**src/hw/rtl/tkr_pkg.sv**
```systemverilog
// ----------------------------------------------------------------------------
// tkr_pkg: shared definitions of the top-K resident size tracker
// Sizes, item kind codes and the controller-to-datapath command bundle.
// ----------------------------------------------------------------------------
package tkr_pkg;

  localparam int TOP_K   = 20;
  localparam int IDX_W   = (TOP_K > 1) ? $clog2(TOP_K) : 1;
  localparam int KIND_W  = 2;
  localparam int PID_W   = 22;
  localparam int PAGES_W = 32;
  localparam int COUNT_W = 16;

  localparam logic [IDX_W-1:0] LAST_IDX = IDX_W'(TOP_K - 1);

  localparam logic [KIND_W-1:0] KIND_OFFER = 2'd0;
  localparam logic [KIND_W-1:0] KIND_DUMP  = 2'd1;
  localparam logic [KIND_W-1:0] KIND_CLEAR = 2'd2;

  // Commands from the controller to the datapath, valid for one cycle.
  typedef struct packed {
    logic             offer;
    logic             clear;
    logic             load_out;
    logic [IDX_W-1:0] read_idx;
  } cmd_t;

endpackage

```
**src/hw/rtl/tkr_datapath.sv**
```systemverilog
// ----------------------------------------------------------------------------
// tkr_datapath: sorted slot chain, process counter and output register
// Every slot compares its resident size with the newcomer in parallel, so an
// insertion and its shift are written into the slot registers together.
// ----------------------------------------------------------------------------
module tkr_datapath (
  input  logic                         clk_i,
  input  logic                         rst_ni,
  input  tkr_pkg::cmd_t                cmd_i,
  input  logic [tkr_pkg::PID_W-1:0]    process_id_i,
  input  logic                         has_memory_i,
  input  logic [tkr_pkg::PAGES_W-1:0]  virtual_pages_i,
  input  logic [tkr_pkg::PAGES_W-1:0]  resident_pages_i,
  output logic                         slot_valid_o,
  output logic [tkr_pkg::PID_W-1:0]    slot_pid_o,
  output logic [tkr_pkg::PAGES_W-1:0]  slot_virtual_o,
  output logic [tkr_pkg::PAGES_W-1:0]  slot_resident_o,
  output logic [tkr_pkg::COUNT_W-1:0]  seen_count_o,
  output logic                         last_slot_o
);

  typedef struct packed {
    logic [tkr_pkg::PID_W-1:0]   pid;
    logic [tkr_pkg::PAGES_W-1:0] virt;
    logic [tkr_pkg::PAGES_W-1:0] res;
  } entry_t;

  logic   [tkr_pkg::TOP_K-1:0]   valid_q, valid_d;
  entry_t                        entry_q [tkr_pkg::TOP_K];
  entry_t                        entry_d [tkr_pkg::TOP_K];
  logic   [tkr_pkg::TOP_K-1:0]   take;
  logic   [tkr_pkg::TOP_K-1:0]   prev_take;
  logic   [tkr_pkg::COUNT_W-1:0] count_q, count_d;
  entry_t                        new_entry;
  entry_t                        rd_entry;
  logic                          rd_valid;
  logic                          insert;

  assign new_entry = '{pid: process_id_i, virt: virtual_pages_i, res: resident_pages_i};
  assign insert    = cmd_i.offer & has_memory_i;

  // The occupied slots form a prefix sorted from largest to smallest, so the
  // take flags are monotonic: the first raised flag marks the insertion slot
  // and every slot behind it takes over its upper neighbor.
  always_comb begin
    for (int i = 0; i < tkr_pkg::TOP_K; i++) begin
      take[i] = ~valid_q[i] | (resident_pages_i >= entry_q[i].res);
    end
    prev_take[0] = 1'b0;
    for (int i = 1; i < tkr_pkg::TOP_K; i++) begin
      prev_take[i] = take[i-1];
    end
  end

  always_comb begin
    valid_d = valid_q;
    for (int i = 0; i < tkr_pkg::TOP_K; i++) begin
      entry_d[i] = entry_q[i];
    end
    if (cmd_i.clear) begin
      valid_d = '0;
    end else if (insert) begin
      if (take[0]) begin
        valid_d[0] = 1'b1;
        entry_d[0] = new_entry;
      end
      for (int i = 1; i < tkr_pkg::TOP_K; i++) begin
        if (prev_take[i]) begin
          valid_d[i] = valid_q[i-1];
          entry_d[i] = entry_q[i-1];
        end else if (take[i]) begin
          valid_d[i] = 1'b1;
          entry_d[i] = new_entry;
        end
      end
    end
  end

  always_comb begin
    count_d = count_q;
    if (cmd_i.clear) begin
      count_d = '0;
    end else if (cmd_i.offer && (count_q != {tkr_pkg::COUNT_W{1'b1}})) begin
      count_d = count_q + tkr_pkg::COUNT_W'(1);
    end
  end

  assign rd_valid = valid_q[cmd_i.read_idx];
  assign rd_entry = entry_q[cmd_i.read_idx];

  always_ff @(posedge clk_i or negedge rst_ni) begin
    if (!rst_ni) begin
      valid_q <= '0;
      count_q <= '0;
    end else begin
      valid_q <= valid_d;
      count_q <= count_d;
    end
  end

  always_ff @(posedge clk_i) begin
    for (int i = 0; i < tkr_pkg::TOP_K; i++) begin
      entry_q[i] <= entry_d[i];
    end
  end

  // Empty slots report zero payload.
  always_ff @(posedge clk_i) begin
    if (cmd_i.load_out) begin
      slot_valid_o    <= rd_valid;
      slot_pid_o      <= rd_valid ? rd_entry.pid  : '0;
      slot_virtual_o  <= rd_valid ? rd_entry.virt : '0;
      slot_resident_o <= rd_valid ? rd_entry.res  : '0;
      seen_count_o    <= count_q;
      last_slot_o     <= (cmd_i.read_idx == tkr_pkg::LAST_IDX);
    end
  end

endmodule

```
**src/hw/rtl/tkr_ctrl.sv**
```systemverilog
// ----------------------------------------------------------------------------
// tkr_ctrl: item handshake and dump sequencer
// Decodes accepted items into datapath commands and walks the slots on a dump.
// ----------------------------------------------------------------------------
module tkr_ctrl (
  input  logic                       clk_i,
  input  logic                       rst_ni,
  input  logic                       in_valid_i,
  output logic                       in_ready_o,
  input  logic [tkr_pkg::KIND_W-1:0] kind_i,
  output logic                       out_valid_o,
  input  logic                       out_ready_i,
  output tkr_pkg::cmd_t              cmd_o
);

  typedef enum logic {
    ST_IDLE,
    ST_DUMP
  } state_e;

  state_e                    state_q, state_d;
  logic [tkr_pkg::IDX_W-1:0] idx_q, idx_d;
  logic                      out_valid_q, out_valid_d;
  logic                      accept;
  logic                      out_free;

  assign in_ready_o  = (state_q == ST_IDLE);
  assign accept      = in_valid_i & in_ready_o;
  assign out_free    = ~out_valid_q | out_ready_i;
  assign out_valid_o = out_valid_q;

  always_comb begin
    state_d        = state_q;
    idx_d          = idx_q;
    out_valid_d    = out_valid_q & ~out_ready_i;
    cmd_o.offer    = 1'b0;
    cmd_o.clear    = 1'b0;
    cmd_o.load_out = 1'b0;
    cmd_o.read_idx = idx_q;
    case (state_q)
      ST_IDLE: begin
        if (accept) begin
          case (kind_i)
            tkr_pkg::KIND_OFFER: cmd_o.offer = 1'b1;
            tkr_pkg::KIND_DUMP:  state_d = ST_DUMP;
            tkr_pkg::KIND_CLEAR: cmd_o.clear = 1'b1;
            default: ;
          endcase
        end
      end
      ST_DUMP: begin
        if (out_free) begin
          cmd_o.load_out = 1'b1;
          out_valid_d    = 1'b1;
          if (idx_q == tkr_pkg::LAST_IDX) begin
            idx_d   = '0;
            state_d = ST_IDLE;
          end else begin
            idx_d = idx_q + tkr_pkg::IDX_W'(1);
          end
        end
      end
      default: state_d = ST_IDLE;
    endcase
  end

  always_ff @(posedge clk_i or negedge rst_ni) begin
    if (!rst_ni) begin
      state_q     <= ST_IDLE;
      idx_q       <= '0;
      out_valid_q <= 1'b0;
    end else begin
      state_q     <= state_d;
      idx_q       <= idx_d;
      out_valid_q <= out_valid_d;
    end
  end

`ifndef SYNTHESIS
  a_idx_range: assert property (@(posedge clk_i) disable iff (!rst_ni)
    idx_q <= tkr_pkg::LAST_IDX)
    else $error("slot index beyond the last slot");

  a_idle_idx: assert property (@(posedge clk_i) disable iff (!rst_ni)
    (state_q == ST_IDLE) |-> (idx_q == '0))
    else $error("slot index not rewound while idle");

  a_last_ends: assert property (@(posedge clk_i) disable iff (!rst_ni)
    (cmd_o.load_out && (idx_q == tkr_pkg::LAST_IDX)) |=> (state_q == ST_IDLE))
    else $error("dump did not end after the last slot");

  a_hold_result: assert property (@(posedge clk_i) disable iff (!rst_ni)
    (out_valid_q && !out_ready_i) |=> (out_valid_q && !$past(cmd_o.load_out)))
    else $error("stalled result item dropped or overwritten");
`endif

endmodule

```
**src/hw/rtl/top_k_rss_tracker_unit.sv**
```systemverilog
// ----------------------------------------------------------------------------
// top_k_rss_tracker_unit: top-K largest resident size process list
// Keeps the TOP_K offered processes with memory that have the largest resident size, sorted.
// ----------------------------------------------------------------------------
// Offer and clear items produce no result, so they can be accepted back to
// back. A dump item produces TOP_K result items, one per cycle while the
// output is not stalled, read out through a single slot index walked by the
// controller; no input item is accepted until the last slot of the dump has
// entered the output register. A result item may still wait at the output
// while the next input item is taken.
module top_k_rss_tracker_unit (
  input  logic                         clk_i,
  input  logic                         rst_ni,
  input  logic                         in_valid_i,
  output logic                         in_ready_o,
  input  logic [tkr_pkg::KIND_W-1:0]   kind_i,
  input  logic [tkr_pkg::PID_W-1:0]    process_id_i,
  input  logic                         has_memory_i,
  input  logic [tkr_pkg::PAGES_W-1:0]  virtual_pages_i,
  input  logic [tkr_pkg::PAGES_W-1:0]  resident_pages_i,
  output logic                         out_valid_o,
  input  logic                         out_ready_i,
  output logic                         slot_valid_o,
  output logic [tkr_pkg::PID_W-1:0]    slot_pid_o,
  output logic [tkr_pkg::PAGES_W-1:0]  slot_virtual_o,
  output logic [tkr_pkg::PAGES_W-1:0]  slot_resident_o,
  output logic [tkr_pkg::COUNT_W-1:0]  seen_count_o,
  output logic                         last_slot_o
);

  tkr_pkg::cmd_t cmd;

  tkr_ctrl u_ctrl (
    .clk_i       (clk_i),
    .rst_ni      (rst_ni),
    .in_valid_i  (in_valid_i),
    .in_ready_o  (in_ready_o),
    .kind_i      (kind_i),
    .out_valid_o (out_valid_o),
    .out_ready_i (out_ready_i),
    .cmd_o       (cmd)
  );

  tkr_datapath u_datapath (
    .clk_i            (clk_i),
    .rst_ni           (rst_ni),
    .cmd_i            (cmd),
    .process_id_i     (process_id_i),
    .has_memory_i     (has_memory_i),
    .virtual_pages_i  (virtual_pages_i),
    .resident_pages_i (resident_pages_i),
    .slot_valid_o     (slot_valid_o),
    .slot_pid_o       (slot_pid_o),
    .slot_virtual_o   (slot_virtual_o),
    .slot_resident_o  (slot_resident_o),
    .seen_count_o     (seen_count_o),
    .last_slot_o      (last_slot_o)
  );

endmodule
```
**config.mk**
```make
export PLATFORM = sky130hd
export DESIGN_NAME = top_k_rss_tracker_unit
export DESIGN_NICKNAME = d
export VERILOG_FILES = /design/src/hw/rtl/tkr_pkg.sv /design/src/hw/rtl/tkr_datapath.sv /design/src/hw/rtl/tkr_ctrl.sv /design/src/hw/rtl/top_k_rss_tracker_unit.sv
export SDC_FILE = /design/constraint.sdc
export NUM_CORES = 2
export LEC_CHECK = 0
export BUFFER_PORTS_ARGS = -buffer_cell sky130_fd_sc_hd__buf_4
export CAP_MARGIN = 20
export CORE_MARGIN = 3
export CORE_UTILIZATION = 45
export CTS_CLUSTER_DIAMETER = 60
export CTS_CLUSTER_SIZE = 8
export DETAILED_ROUTE_END_ITERATION = 16
export PLACE_DENSITY = 0.59
export SKIP_LAST_GASP = 1
export SYNTH_ARGS = -nofsm -noshare
export SYNTH_HDL_FRONTEND = slang
export SYNTH_SLANG_ARGS = --single-unit
```
**constraint.sdc**
```tcl
create_clock -name clk_i -period 9.5 [get_ports clk_i]
set_input_delay 1.425 -clock clk_i [delete_from_list [all_inputs] [get_ports clk_i]]
set_output_delay 1.425 -clock clk_i [all_outputs]
set_load 0.01 [all_outputs]
```
==> results_tabular.tex <==
\begin{tabular}{lr}
\hline
Metric & Value \\
\hline
\multicolumn{2}{l}{\textbf{CTS}} \\
\quad Library cell used as clock root buffer & sky130\_fd\_sc\_hd\_\_clkbuf\_16 \\
\quad TritonCTS clock tree & yes \\
\quad CTS H-tree depth & 5 \\
\quad Number of post-CTS setup repair buffers & 0 \\
\quad Resized cells post-CTS & 0 \\
\quad Clk buf depth & 4 \\
\quad Clock-pin transition on the worst setup and hold timing paths & roughly 0.05 ns \\
\quad Worst skew pair latency & between 0.9 and 1 ns \\
\quad Number of clock sinks seen by CTS & 1867 \\
\quad Number of hold-repair buffers added at the cts stage & 0 \\
\quad TritonCTS buffer count & between 200 and 300 \\
\multicolumn{2}{l}{\textbf{Routing}} \\
\quad Number of vias after detailed routing & $\sim$66000 \\
\quad Average via count per standard cell & 6.15 \\
\quad Count of routing violations after the opening detailed-route iteration & approximately 6400 \\
\quad DR WL/cell & between 20 and 30 um \\
\quad Count of nets left with antenna violations after detail routing & 0 \\
\quad Total Routed Length & approximately 310000 um \\
\quad DRC Markers & 0 \\
\quad Number of detailed-route iterations in the first pass & 6 \\
\multicolumn{2}{l}{\textbf{Yosys}} \\
\quad Most frequently used flop master after synthesis & sky130\_fd\_sc\_hd\_\_edfxtp\_1 \\
\quad Cell area after synthesis & approximately 110000 um2 \\
\quad Cell type with the largest total area after synthesis & sky130\_fd\_sc\_hd\_\_edfxtp\_1 \\
\quad Yosys cell types & 57 \\
\quad EDFF count, synth & about 1800 \\
\quad Post-synthesis net count & around 8300 \\
\quad Synthesized area per cell & about 14 um2 \\
\quad Post-synthesis sequential area ratio & 53.1\% \\
\quad Number of synthesized register bits & roughly 1900 \\
\quad Total number of yosys warnings & 0 \\
\quad Number of cells produced by synthesis & about 7600 \\
\quad List of most frequent post-synthesis cells & 1824 x sky130\_fd\_sc\_hd\_\_edfxtp\_1, 1109 x sky130\_fd\_sc\_hd\_\_mux2\_2, 661 x sky130\_fd\_sc\_hd\_\_inv\_1, 642 x sky130\_fd\_sc\_hd\_\_ha\_1, 622 x sky130\_fd\_sc\_hd\_\_nand2\_1 \\
\quad Proportion of netlist area held by the largest area contributor & roughly 52\% \\
\quad Largest cells by area after synthesis & sky130\_fd\_sc\_hd\_\_edfxtp\_1 52\%, sky130\_fd\_sc\_hd\_\_mux2\_2 12\%, sky130\_fd\_sc\_hd\_\_mux4\_2 11\% \\
\quad Most numerous cell in the Yosys netlist & sky130\_fd\_sc\_hd\_\_edfxtp\_1 \\
\quad Ys async rst share & approximately 2.3\% \\
\multicolumn{2}{l}{\textbf{Worst setup path}} \\
\quad Startpoint of the lowest-slack register-to-register path & u\_ctrl.idx\_q[1] \\
\quad Worst reg-to-reg path cell count & 8 \\
\quad Worst Setup End Kind & flop \\
\quad Terminus of the critical flop-to-flop path & u\_datapath.slot\_virtual\_o[15] \\
\quad Required time reported for the critical path endpoint & 10.05 ns \\
\quad Classification of the worst setup path & in -> reg \\
\quad Worst path arrival time & approximately 6.5 ns \\
\quad Kind of start point of the critical path & primary input \\
\quad Largest driver fanout on the critical path & 33 \\
\quad Flop2flop setup slack & roughly 4.2 ns \\
\multicolumn{2}{l}{\textbf{Power}} \\
\quad IR Drop Worst-Case VDD & 0.225 mV \\
\quad Total power per unit cell area & roughly 220 nW/um2 \\
\quad Leakage Power & roughly 42 nW \\
\multicolumn{2}{l}{\textbf{Placed design}} \\
\quad Port Buffers & 198 \\
\quad Placed cell count & 10400 \\
\quad GPL Wtd Cong & 0.866 \\
\quad Placed wire-length estimate & 200000 um \\
\multicolumn{2}{l}{\textbf{STA}} \\
\quad Clock period minus final worst setup slack & a little under 6 ns \\
\quad Setup TNS after final layout & 0 ns \\
\quad Final Hold Fails & 0 \\
\quad Highest clock rate & between 150 and 200 MHz \\
\quad Max-Slew Margin vs Limit & 17.0\% \\
\quad Post-route fraction of the period consumed by the critical path & between 60\% and 70\% \\
\quad Unrepaired setup endpoints after global routing & false \\
\quad Final setup viols & 0 \\
\quad Transition time of the tightest slew-check pin & 1.24 ns \\
\quad Pins over their slew limit & 0 \\
\quad Clock tree skew after final layout & between 0.06 and 0.07 ns \\
\multicolumn{2}{l}{\textbf{Finish}} \\
\quad Layout filler cell count & about 19000 \\
\quad Number of nets in the final layout & 8397 \\
\quad Area of combinational cells with multiple inputs & 44700 um2 \\
\quad Final non-filler cell total & roughly 11000 \\
\quad Area used by sequential logic in the layout & about 56000 um2 \\
\quad Syn-to-layout area delta & 11.6\% \\
\quad Proportion of layout cells with a drive suffix above 1 & approximately 30\% \\
\multicolumn{2}{l}{\textbf{Global route}} \\
\quad Residual overflow from global routing & 0 \\
\quad Pin count of the biggest net entering global routing & around 120 \\
\quad Vias in the first global route & roughly 67000 \\
\quad Initial antenna violation count & 21 \\
\quad Wire length of the first global-routing pass & about 460000 um \\
\quad Total routing usage reported by global routing & between 20\% and 30\% \\
\multicolumn{2}{l}{\textbf{Die}} \\
\quad Width of the die & between 400 and 500 um \\
\quad Area inside the core boundary & 231000 um2 \\
\quad Initial Util & 45.5\% \\
\quad I/O pins & a little under 200 \\
\quad Number of cell rows & $\sim$180 \\
\quad Floorplan die area & about 240000 um2 \\
\quad Y dimension of the die & just under 500 um \\
\multicolumn{2}{l}{\textbf{Min path}} \\
\quad Worst Hold Path Cells & 0 \\
\quad HP Start & u\_datapath.count\_q[15] \\
\quad Worst Hold Class & reg -> reg \\
\quad Endpoint with the worst hold slack & u\_datapath.seen\_count\_o[15] \\
\multicolumn{2}{l}{\textbf{Flow run}} \\
\quad Count of maximum capacitance violations & 0 \\
\multicolumn{2}{l}{\textbf{Run status}} \\
\quad Status & finished clean \\
\hline
\end{tabular}
## registers in the layout (all words and copies together), names as in the netlist
signal,cells
u_ctrl.out_valid_o,1
u_ctrl.idx_q,5
u_datapath.slot_resident_o,32
u_datapath.valid_q,20
u_ctrl.state_q,1
u_datapath.seen_count_o,16
u_datapath.slot_virtual_o,32
u_datapath.count_q,16
u_datapath.slot_valid_o,1
u_datapath.slot_pid_o,22
u_datapath.entry_q,1720
u_datapath.last_slot_o,1
## critical path, stage by stage
cell and delay [ns]:
sky130_fd_sc_hd__buf_4 0.24, sky130_fd_sc_hd__inv_1 0.08, sky130_fd_sc_hd__buf_4 0.24, sky130_fd_sc_hd__ha_1 0.33, sky130_fd_sc_hd__nand2b_1 0.16, sky130_fd_sc_hd__a211oi_1 0.27, sky130_fd_sc_hd__nor3_1 0.11, sky130_fd_sc_hd__o41ai_1 0.97
sky130_fd_sc_hd__a31oi_1 0.36, sky130_fd_sc_hd__a211oi_4 0.60, sky130_fd_sc_hd__buf_4 0.63, sky130_fd_sc_hd__a21oi_4 0.09, sky130_fd_sc_hd__buf_4 0.37, sky130_fd_sc_hd__buf_4 0.40
## cell families after synthesis
| group | after synthesis | synth area share, % |
|---|---|---|
| DFF | 1867 | 53.1 |
| muxes | 1763 | 24.3 |
| and+or+nand+nor | 1062 | 4.35 |
| xor gates and xnor gates | 16 | 0.133 |
| buffers and inverters | 1210 | 4.80 |
| AOI/OAI and AO/OA | 1021 | 5.62 |
| adders and majority gates | 642 | 7.64 |
## cells in the final DEF, fill, tap and decap left out, drive strengths merged, types with 169 or more instances in the layout
master and n:
nor2 189, o21ai 589, mux4 522, nand2 622, edfxtp 1824, buf 338
clkbuf 339, ha 642, mux2 1139, inv 664, a21oi 169
## metal layers
metal  routed length (um)  vias up  share of wire, %  GRT usage [%]
li1                     -    28900                 -              -
met1               138000    34600                44           37.3
met2               146000     2376                47           41.2
met3                20200      427               6.5           3.83
met4                 7250        4               2.3           6.36
met5                   22        -            0.0070              0
## stage by stage
stage	area [um2]	utilization [%]	total power (W)	hold slack, ns	setup slack [ns]
global placement	110000	47.4	0.0171	0.437	2.82
detailed placement	110000	47.4	0.0171	0.444	2.80
CTS	117000	50.7	0.0264	0.459	3.73
finish	117000	50.8	0.0262	0.461	3.57
floorplan	105000	-	0.0147	0.425	1.22
global route	117000	50.8	0.0271	0.478	3.55
## area by class of cell
| cell class | instances | share of cell area (%) |
|---|---|---|
| repair buffers | 338 | 2.30 |
| well taps | 3026 | 3.23 |
| clock inverters | 19 | 0.120 |
| flip-flops and latches | 1867 | 47.6 |
| diodes | 12 | 0.0256 |
| clock buffers | 339 | 6.53 |
| inverters | 661 | 2.11 |
| multi-input cells | 4504 | 38.1 |
## power by group
part	internal (W)	switching (W)
clock	0.00561	0.00359
sequential	0.00948	0.000353
combinational	0.00328	0.00384
total	0.0184	0.00778
## how the worst max path moves through the flow
stage	startpoint	endpoint	slack, ns	cells past startpoint
CTS	resident_pages_i[0]	u_datapath.entry_q[17][15]	3.73	14
global placement	resident_pages_i[0]	u_datapath.entry_q[17][4]	2.82	14
finish	resident_pages_i[0]	u_datapath.entry_q[17][3]	3.57	14
floorplan	resident_pages_i[0]	u_datapath.valid_q[19]	1.22	11
global route	resident_pages_i[0]	u_datapath.entry_q[17][15]	3.55	14
detailed placement	resident_pages_i[0]	u_datapath.entry_q[17][0]	2.80	14
Note: power is estimated with default switching activity, not from simulation.
